`src/hdl/atdf_pkg.sv`:
```
// Package for the ambient temperature drop filter.
// Holds the shared constants, register index codes and command codes.
// No dependencies; compiled first.
`default_nettype none

package atdf_pkg;

    localparam int DEFAULT_FACTOR = 10;
    localparam int DISABLE_LEVEL  = 254;

    localparam logic [7:0] DELTA_RESET  = 8'd255;
    localparam logic [7:0] START_RESET  = 8'd0;
    localparam int         FACTOR_RESET = 10;
    localparam logic [7:0] FACTOR_MAX   = 8'd100;

    // Division by 100 is done as a multiply by ceil(2^29 / 100). The shift is
    // large enough that quotient and remainder test are exact for products
    // below 2^22.
    localparam int          RECIP_SHIFT = 29;
    localparam logic [22:0] RECIP_100   = 23'd5368710;
    localparam int          WGT_W       = 30;

    localparam int TEMP_W = 15;

    typedef enum logic [1:0] {
        REG_PREWARN_DELTA = 2'd0,
        REG_START_TEMP    = 2'd1,
        REG_FILTER_FACTOR = 2'd2
    } cfg_idx_t;

    localparam logic CMD_INIT   = 1'b0;
    localparam logic CMD_CYCLIC = 1'b1;

endpackage

`default_nettype wire

```
`src/hdl/atdf_if.sv`:
```
// Channel interfaces of the ambient temperature drop filter.
// Depends on atdf_pkg for the field widths.
`default_nettype none

interface atdf_item_if;
    logic              valid;
    logic              ready;
    logic              cmd;
    logic signed [7:0] ambient;

    modport source (output valid, output cmd, output ambient, input ready);
    modport sink   (input valid, input cmd, input ambient, output ready);
endinterface

interface atdf_result_if;
    logic                                   valid;
    logic                                   ready;
    logic                                   warn;
    logic signed [atdf_pkg::TEMP_W-1:0]     filtered_temp;
    logic                                   filter_valid;

    modport source (output valid, output warn, output filtered_temp, output filter_valid,
                    input ready);
    modport sink   (input valid, input warn, input filtered_temp, input filter_valid,
                    output ready);
endinterface

interface atdf_cfg_if;
    logic                 valid;
    logic                 ready;
    atdf_pkg::cfg_idx_t   index;
    logic [7:0]           data;

    modport source (output valid, output index, output data, input ready);
    modport sink   (input valid, input index, input data, output ready);
endinterface

`default_nettype wire

```
`src/hdl/ambient_temp_drop_filter_warn.sv`:
```
// Top level of the ambient temperature drop filter with low-temperature warning.
// Depends on atdf_pkg and the channel interfaces in atdf_if.sv.
//
//   channel  | dir | payload                                  | transfer
//   ---------+-----+------------------------------------------+------------------
//   item     | in  | cmd, ambient                             | valid & ready
//   result   | out | warn, filtered_temp, filter_valid        | valid & ready
//   cfg      | in  | index, data (prewarn, start, factor)     | valid & ready
//
// One item per cycle sustained while results are taken; results are registered.
// The filter state update is combinational: one 15 x 30 bit multiply by the
// pre-scaled blend weight plus a compare and subtract sets the clock period.
// A stalled result holds in the output register while one more item waits in
// the input register. Reset clears the filter state and loads register defaults.
// Configuration writes are always taken and are meant for an idle block.
`default_nettype none

module ambient_temp_drop_filter_warn #(
    parameter int DEFAULT_FACTOR = atdf_pkg::DEFAULT_FACTOR,
    parameter int DISABLE_LEVEL  = atdf_pkg::DISABLE_LEVEL
) (
    input  wire            clk,
    input  wire            rst_n,
    atdf_item_if.sink      item,
    atdf_result_if.source  result,
    atdf_cfg_if.sink       cfg
);

    localparam int TW = atdf_pkg::TEMP_W;
    localparam int SH = atdf_pkg::RECIP_SHIFT;
    localparam int WW = atdf_pkg::WGT_W;
    localparam int PW = TW + WW;
    localparam logic [WW-1:0] WGT_RESET =
        WW'(atdf_pkg::FACTOR_RESET) * WW'(atdf_pkg::RECIP_100);

    // Configuration registers. The blend weight is stored already multiplied
    // by the reciprocal of 100.
    logic [7:0]          delta_reg;
    logic signed [7:0]   start_reg;
    logic [WW-1:0]       wgt_reg;
    logic [7:0]          factor_eff;
    logic [WW-1:0]       wgt_next;

    // Input register
    logic                in_valid_reg;
    logic                cmd_reg;
    logic signed [7:0]   amb_reg;

    // Filter state
    logic signed [TW-1:0] filt_reg;
    logic                 ok_reg;
    logic                 warn_reg;
    logic signed [TW-1:0] filt_next;
    logic                 ok_next;
    logic                 warn_next;

    // Output register
    logic                 out_valid_reg;
    logic                 out_warn_reg;
    logic signed [TW-1:0] out_temp_reg;
    logic                 out_ok_reg;

    logic                 advance;
    logic                 enabled;
    logic signed [15:0]   amb100;
    logic signed [16:0]   amb100_p50;
    logic signed [9:0]    thr_deg;
    logic signed [16:0]   thr;
    logic                 below_thr;
    logic                 below_round;
    logic signed [16:0]   gap;
    logic [TW-1:0]        gap_mag;
    logic [PW-1:0]        prod;
    logic [15:0]          quot;
    logic                 exact;
    logic signed [16:0]   quot_s;
    logic signed [16:0]   old_s;
    logic                 total_neg;
    logic signed [16:0]   step;
    logic signed [16:0]   blend;

    assign cfg.ready = 1'b1;

    assign factor_eff = (cfg.data > atdf_pkg::FACTOR_MAX) ? 8'(DEFAULT_FACTOR) : cfg.data;
    assign wgt_next   = WW'(factor_eff) * WW'(atdf_pkg::RECIP_100);

    always_ff @(posedge clk or negedge rst_n)
    begin
        if (!rst_n)
        begin
            delta_reg <= atdf_pkg::DELTA_RESET;
            start_reg <= atdf_pkg::START_RESET;
            wgt_reg   <= WGT_RESET;
        end
        else if (cfg.valid)
        begin
            case (cfg.index)
                atdf_pkg::REG_PREWARN_DELTA: delta_reg <= cfg.data;
                atdf_pkg::REG_START_TEMP:    start_reg <= cfg.data;
                atdf_pkg::REG_FILTER_FACTOR: wgt_reg   <= wgt_next;
                default:                     ;
            endcase
        end
    end

    assign advance    = in_valid_reg && (!out_valid_reg || result.ready);
    assign item.ready = !in_valid_reg || advance;

    always_ff @(posedge clk or negedge rst_n)
    begin
        if (!rst_n)
        begin
            in_valid_reg <= 1'b0;
        end
        else if (item.ready)
        begin
            in_valid_reg <= item.valid;
        end
    end

    always_ff @(posedge clk)
    begin
        if (item.ready && item.valid)
        begin
            cmd_reg <= item.cmd;
            amb_reg <= item.ambient;
        end
    end

    assign enabled = delta_reg < 8'(DISABLE_LEVEL);

    assign amb100     = amb_reg * 16'sd100;
    assign amb100_p50 = 17'(amb100) + 17'sd50;
    assign thr_deg    = 10'(start_reg) - $signed({2'b00, delta_reg});
    assign thr        = thr_deg * 17'sd100;
    assign below_thr  = filt_reg < thr;

    // Comparing against the filter value rounded half away from zero, done
    // without the division: the boundary moves by half a degree.
    assign below_round = filt_reg[TW-1] ? (filt_reg > amb100_p50) : (filt_reg >= amb100_p50);

    // Blend: new = trunc((100 * old - f * gap) / 100) with gap = old - 100 * ambient,
    // which is positive whenever the blend is taken.
    assign gap     = 17'(filt_reg) - 17'(amb100);
    assign gap_mag = gap[TW-1:0];
    assign prod    = PW'(gap_mag) * PW'(wgt_reg);
    assign quot    = prod[PW-1:SH];
    assign exact   = prod[SH-1:0] < SH'(atdf_pkg::RECIP_100);
    assign quot_s  = $signed({1'b0, quot});
    assign old_s   = 17'(filt_reg);

    // The total is negative when f * gap exceeds 100 * old; truncation toward
    // zero then rounds the quotient down, otherwise up.
    assign total_neg = exact ? (quot_s > old_s) : (quot_s >= old_s);
    assign step      = quot_s + $signed({16'b0, !exact && !total_neg});
    assign blend     = old_s - step;

    always_comb
    begin
        filt_next = filt_reg;
        ok_next   = ok_reg;
        warn_next = warn_reg;
        if (!enabled)
        begin
            warn_next = 1'b1;
            if (cmd_reg == atdf_pkg::CMD_INIT)
            begin
                ok_next   = 1'b0;
                filt_next = '0;
            end
        end
        else if (!ok_reg)
        begin
            filt_next = TW'(start_reg * 16'sd100);
            ok_next   = 1'b1;
            warn_next = 1'b0;
        end
        else if (cmd_reg == atdf_pkg::CMD_INIT)
        begin
            warn_next = below_thr;
        end
        else if (amb_reg < start_reg)
        begin
            if (below_round)
            begin
                filt_next = blend[TW-1:0];
                // Threshold check on the new value; the threshold is fixed
                // here, so compare the blended value directly.
                warn_next = blend < thr;
            end
            else
            begin
                filt_next = amb100[TW-1:0];
                warn_next = 1'b1;
            end
        end
        else
        begin
            filt_next = amb100[TW-1:0];
            warn_next = 1'b0;
        end
    end

    always_ff @(posedge clk or negedge rst_n)
    begin
        if (!rst_n)
        begin
            filt_reg      <= '0;
            ok_reg        <= 1'b0;
            warn_reg      <= 1'b0;
            out_valid_reg <= 1'b0;
        end
        else
        begin
            if (advance)
            begin
                filt_reg      <= filt_next;
                ok_reg        <= ok_next;
                warn_reg      <= warn_next;
                out_valid_reg <= 1'b1;
            end
            else if (result.ready)
            begin
                out_valid_reg <= 1'b0;
            end
        end
    end

    always_ff @(posedge clk)
    begin
        if (advance)
        begin
            out_warn_reg <= warn_next;
            out_temp_reg <= ok_next ? filt_next : '0;
            out_ok_reg   <= ok_next;
        end
    end

    assign result.valid         = out_valid_reg;
    assign result.warn          = out_warn_reg;
    assign result.filtered_temp = out_temp_reg;
    assign result.filter_valid  = out_ok_reg;

    // An empty output register never holds back the input side.
    a_ready_when_empty: assert property (@(posedge clk) disable iff (!rst_n)
        !out_valid_reg |-> item.ready)
        else $error("input stalled while output register empty");

    // An invalid filter always reports a zero temperature.
    a_invalid_zero: assert property (@(posedge clk) disable iff (!rst_n)
        (out_valid_reg && !out_ok_reg) |-> (out_temp_reg == '0))
        else $error("invalid filter reports nonzero temperature");

    // A blended value lies between the ambient and the previous value.
    a_blend_bounds: assert property (@(posedge clk) disable iff (!rst_n)
        (advance && enabled && ok_reg && (cmd_reg == atdf_pkg::CMD_CYCLIC)
         && (amb_reg < start_reg) && below_round)
        |=> ((filt_reg <= $past(filt_reg)) && (filt_reg >= $past(amb100))))
        else $error("blended value out of range");

    // A disabled block always ends an item with the warning set.
    a_disabled_warn: assert property (@(posedge clk) disable iff (!rst_n)
        (advance && !enabled) |=> warn_reg)
        else $error("warning not set while disabled");

    // A warm ambient snaps the filter and clears the warning.
    a_warm_snap: assert property (@(posedge clk) disable iff (!rst_n)
        (advance && enabled && ok_reg && (cmd_reg == atdf_pkg::CMD_CYCLIC)
         && (amb_reg >= start_reg))
        |=> ((filt_reg == $past(amb100[TW-1:0])) && !warn_reg))
        else $error("filter did not snap to warm ambient");

endmodule

`default_nettype wire

```
`src/flat_wrapper.sv`:
```
// flat-port wrapper written by rule: the top's interface ports become plain ports
module ambient_temp_drop_filter_warn_flat 
#(
    parameter int DEFAULT_FACTOR = atdf_pkg::DEFAULT_FACTOR,
    parameter int DISABLE_LEVEL  = atdf_pkg::DISABLE_LEVEL
)
  (clk, rst_n, item_valid, item_cmd, item_ambient, item_ready, result_valid, result_warn, result_filtered_temp, result_filter_valid, result_ready, cfg_valid, cfg_index, cfg_data, cfg_ready);
  atdf_item_if item_i ();
  atdf_result_if result_i ();
  atdf_cfg_if cfg_i ();
  input  wire clk;
  input  wire rst_n;
  input wire logic [$bits(item_i.valid)-1:0] item_valid;
  input wire logic [$bits(item_i.cmd)-1:0] item_cmd;
  input wire logic [$bits(item_i.ambient)-1:0] item_ambient;
  output wire logic [$bits(item_i.ready)-1:0] item_ready;
  output wire logic [$bits(result_i.valid)-1:0] result_valid;
  output wire logic [$bits(result_i.warn)-1:0] result_warn;
  output wire logic [$bits(result_i.filtered_temp)-1:0] result_filtered_temp;
  output wire logic [$bits(result_i.filter_valid)-1:0] result_filter_valid;
  input wire logic [$bits(result_i.ready)-1:0] result_ready;
  input wire logic [$bits(cfg_i.valid)-1:0] cfg_valid;
  input wire logic [$bits(cfg_i.index)-1:0] cfg_index;
  input wire logic [$bits(cfg_i.data)-1:0] cfg_data;
  output wire logic [$bits(cfg_i.ready)-1:0] cfg_ready;
  assign item_i.valid = item_valid;
  assign item_i.cmd = item_cmd;
  assign item_i.ambient = item_ambient;
  assign item_ready = item_i.ready;
  assign result_valid = result_i.valid;
  assign result_warn = result_i.warn;
  assign result_filtered_temp = result_i.filtered_temp;
  assign result_filter_valid = result_i.filter_valid;
  assign result_i.ready = result_ready;
  assign cfg_i.valid = cfg_valid;
  assign cfg_i.index = cfg_index;
  assign cfg_i.data = cfg_data;
  assign cfg_ready = cfg_i.ready;
  ambient_temp_drop_filter_warn #(.DEFAULT_FACTOR(DEFAULT_FACTOR), .DISABLE_LEVEL(DISABLE_LEVEL)) u_core (.clk(clk), .rst_n(rst_n), .item(item_i), .result(result_i), .cfg(cfg_i));
endmodule
```
`config.mk`:
```
export PLATFORM = sky130hd
export DESIGN_NAME = ambient_temp_drop_filter_warn_flat
export DESIGN_NICKNAME = d
export VERILOG_FILES = /design/src/hdl/atdf_pkg.sv /design/src/hdl/atdf_if.sv /design/src/hdl/ambient_temp_drop_filter_warn.sv /design/src/flat_wrapper.sv
export SDC_FILE = /design/constraint.sdc
export NUM_CORES = 2
export LEC_CHECK = 0
export BUFFER_PORTS_ARGS = -buffer_cell sky130_fd_sc_hd__buf_2
export CAP_MARGIN = 10
export CORE_ASPECT_RATIO = 1.2
export CORE_UTILIZATION = 53
export CTS_CLUSTER_DIAMETER = 80
export CTS_CLUSTER_SIZE = 40
export DETAILED_ROUTE_END_ITERATION = 10
export PLACE_DENSITY_LB_ADDON = 0.3
export SYNTH_ARGS = -nofsm -noshare
export SYNTH_HDL_FRONTEND = slang
export SYNTH_SLANG_ARGS = --single-unit
```
`constraint.sdc`:
```
create_clock -name clk -period 21.3 [get_ports clk]
set_input_delay 4.26 -clock clk [delete_from_list [all_inputs] [get_ports clk]]
set_output_delay 4.26 -clock clk [all_outputs]
set_load 0.01 [all_outputs]
```
==> impl_metrics.yaml <==
worst_setup_path:
  cp_slowest_cell: "a2111oi_0"
  crit_type: "flip-flop to flip-flop"
  cp.required_ns: 21.41
  rrSetupSlack_ns: 3.72
  crit_fanout: 29
  critPathLaunchType: "flip-flop"
  crit_path_frequent_cell: "fa_1"
  end_kind: "flip-flop"
  cp.arrival_ns: 17.69
  critPathMaxStageDelay_ns: 0.82
logic_synthesis:
  ys_seq_area_frac: 0.0906
  yosys.area.top_type: "fa_1"
  synth_area_per_cell_sq_um: 8.83
  synth_ff_type: "dfrtp_1"
  ys_ff_latch: 89
  async_flop_share: 0.708
  netlist_area_sq_um: 26300
  synth_top_area_share: 0.315
  yosys_warnings: 0
  synthCells: 2981
  synth_edf_count: 26
  ys_types: 79
  synthTopCellsByArea: "fa_1, ha_1, inv_1"
global_routing:
  grt_pass1_vias: 22000
  grt_pass1_wl_um: 114000
  grt_max_degree: 64
  overflow: 0
  grt.total_usage: 0.295
  antenna_found_initial: 0
sta:
  slew_headroom: 0.279
  hold_violations: 0
  period_share: 0.826
  setup-tns-final_ns: 0
  setup_viol: 0
  slew_viol_final: 0
  worstMarginPinSlew_ns: 1.07
  min_period_ns: 17.58
  clock_skew_ns: 0.0132
  rsz0062_at_grt: "no"
  fmax_mhz: 56.9
route:
  drc: 0
  initialDrtViolationCount: 1127
  via_per_inst: 5.75
  wire_per_inst_um: 20.0
  vias: 20700
  ant_nets: 0
  routed_wl_um: 71800
  firstDrtPassIters: 6
floorplan:
  fp.dieArea_sq_um: 50600
  core_area_sq_um: 49100
  ios: 44
  die_h_um: 246
  start_util: 0.536
  die_x_um: 205
  row_count: 89
clock_network:
  htreeDepth: 3
  ctsHoldBuffers: 0
  cts_tree: "yes"
  clock_path_buffers: 2
  cts_num_sinks: 89
  root_buffer: "clkbuf_16"
  clk_latency_ns: 0.37
  post_cts_buffers: 0
  cts_buffers: 9
  cts_resized: 0
  path_clk_slew_ns: 0.08
final_layout:
  largest_reg_flops: 29
  n_antenna_cell: 0
  layout-drive-gt1-share: 0.0558
  areaGrowthSynthToFinish_pct: 4.39
  layout.nets: 3759
outcome:
  outcome: "finished clean"
placed_design:
  hpwl_um: 58400
  place_congestion: 0.960
  io_buffers: 42
hold_path:
  worstHoldPathType: "flip-flop to flip-flop"
flow_run:
  maxCapViolCount: 0
-- area by class of cell --
cell class | count | area, sq um
Sequential cell | 89 | 2380
Tap cell | 637 | 797
Fill cell | 4380 | 21600
Clock inverter | 6 | 67.6
Multi-Input combinational cell | 2192 | 21400
Timing Repair Buffer | 61 | 353
Inverter | 600 | 2250
Clock buffer | 10 | 239
-- metrics by stage --
step                      cells  instance area [sq um]  hold WS (ns)  setup slack (ns)  utilization
after floorplan            2985                  26400         0.457              5.83            -
after global placement     3579                  27200         0.469              4.25        0.554
after detailed placement   3579                  27200         0.486              3.86        0.554
after CTS                  3595                  27500         0.508              3.82        0.560
after global routing       3595                  27500         0.530              2.55        0.560
final                      3595                  27500         0.507              3.72        0.560
-- kinds of logic after synthesis --
logic type	synth area share
xor+xnor	0.0458
mux	0.0114
fa+ha+maj	0.492
compound gates	0.110
simple gates	0.147
other cells	0.000285
flops	0.0906
buf+inv	0.102
-- synthesized netlist by cell type, types with 16 or more instances --
master,n
nand2b_1,23
nor2b_1,58
xor2_1,49
ha_1,368
a21oi_1,111
dfrtp_1,41
nor2_1,79
o21ai_0,106
nor3_1,29
nand2_1,333
nand4_1,20
mux2_2,16
dfstp_2,22
nand3_1,32
and2_1,166
o21bai_1,18
fa_1,414
edfxtp_1,26
inv_1,598
a21o_1,54
xnor2_1,85
clkbuf_1,88
a31oi_1,17
-- cell usage in the layout, fill, tap and decap left out, types with 6 or more instances in the layout --
cell type  count
dfrtp_1       41
dfstp_2       22
mux2_2        16
o21bai_1      18
nand4_1       20
ha_1         368
buf_4         19
o21a_1        11
a21o_1        54
fa_1         413
maj3_2         6
and3_1        11
a31oi_1       17
nand2_1      333
nand3b_1       7
o21ai_1        8
a211oi_1      12
inv_1        598
xnor2_1       77
o21ai_0      105
nor2_1        79
o2111ai_1      6
mux2i_1       12
and2_1       166
edfxtp_1      26
nand3_1       32
buf_2         42
nand2b_1      23
o31ai_1       12
a31o_2        11
or3_1          8
conb_1         6
a32oi_1        7
a21oi_1      111
nor3_1        29
nor2b_1       58
clkbuf_16      9
xor2_1        47
o211ai_1      10
xnor2_2        8
-- final timing paths --
path,from,to,depth (start not counted)
max,u_core.amb_reg[2],u_core.result.warn,65
min,u_core.in_valid_reg,u_core.result.valid,1
max reg2reg,u_core.amb_reg[2],u_core.result.warn,65
min reg2reg,u_core.in_valid_reg,u_core.result.valid,1
max in group asynchronous,rst_n,u_core.wgt_reg[1],2
min in group asynchronous,rst_n,u_core.start_reg[7],2
-- critical path: cells and delay by family (launching register included) --
| kind | cells | cell delay, ns |
|---|---|---|
| AO/OA/AOI/OAI | 23 | 5.09 |
| AND/OR/NAND/NOR | 9 | 1.64 |
| multiplexers | 1 | 0.16 |
| buffers and inverters | 6 | 0.59 |
| flip-flops | 1 | 0.54 |
| adder cells (fa/ha/maj) | 22 | 8.38 |
| XOR/XNOR | 4 | 0.86 |
-- metal layers --
layer / part of all wire / routed length (um) / GRT usage / vias to the layer above
met5: 0 / 0 / 0 / -
met4: 0.088 / 6320 / 0.221 / 0
met3: 0.050 / 3580 / 0.0407 / 267
met2: 0.51 / 36400 / 0.521 / 677
met1: 0.36 / 25500 / 0.318 / 10300
li1: - / - / - / 9404
Power is left out: the tool's default activity adds up to more than one toggle a clock period on the data nets, which glitch-free logic cannot reach.
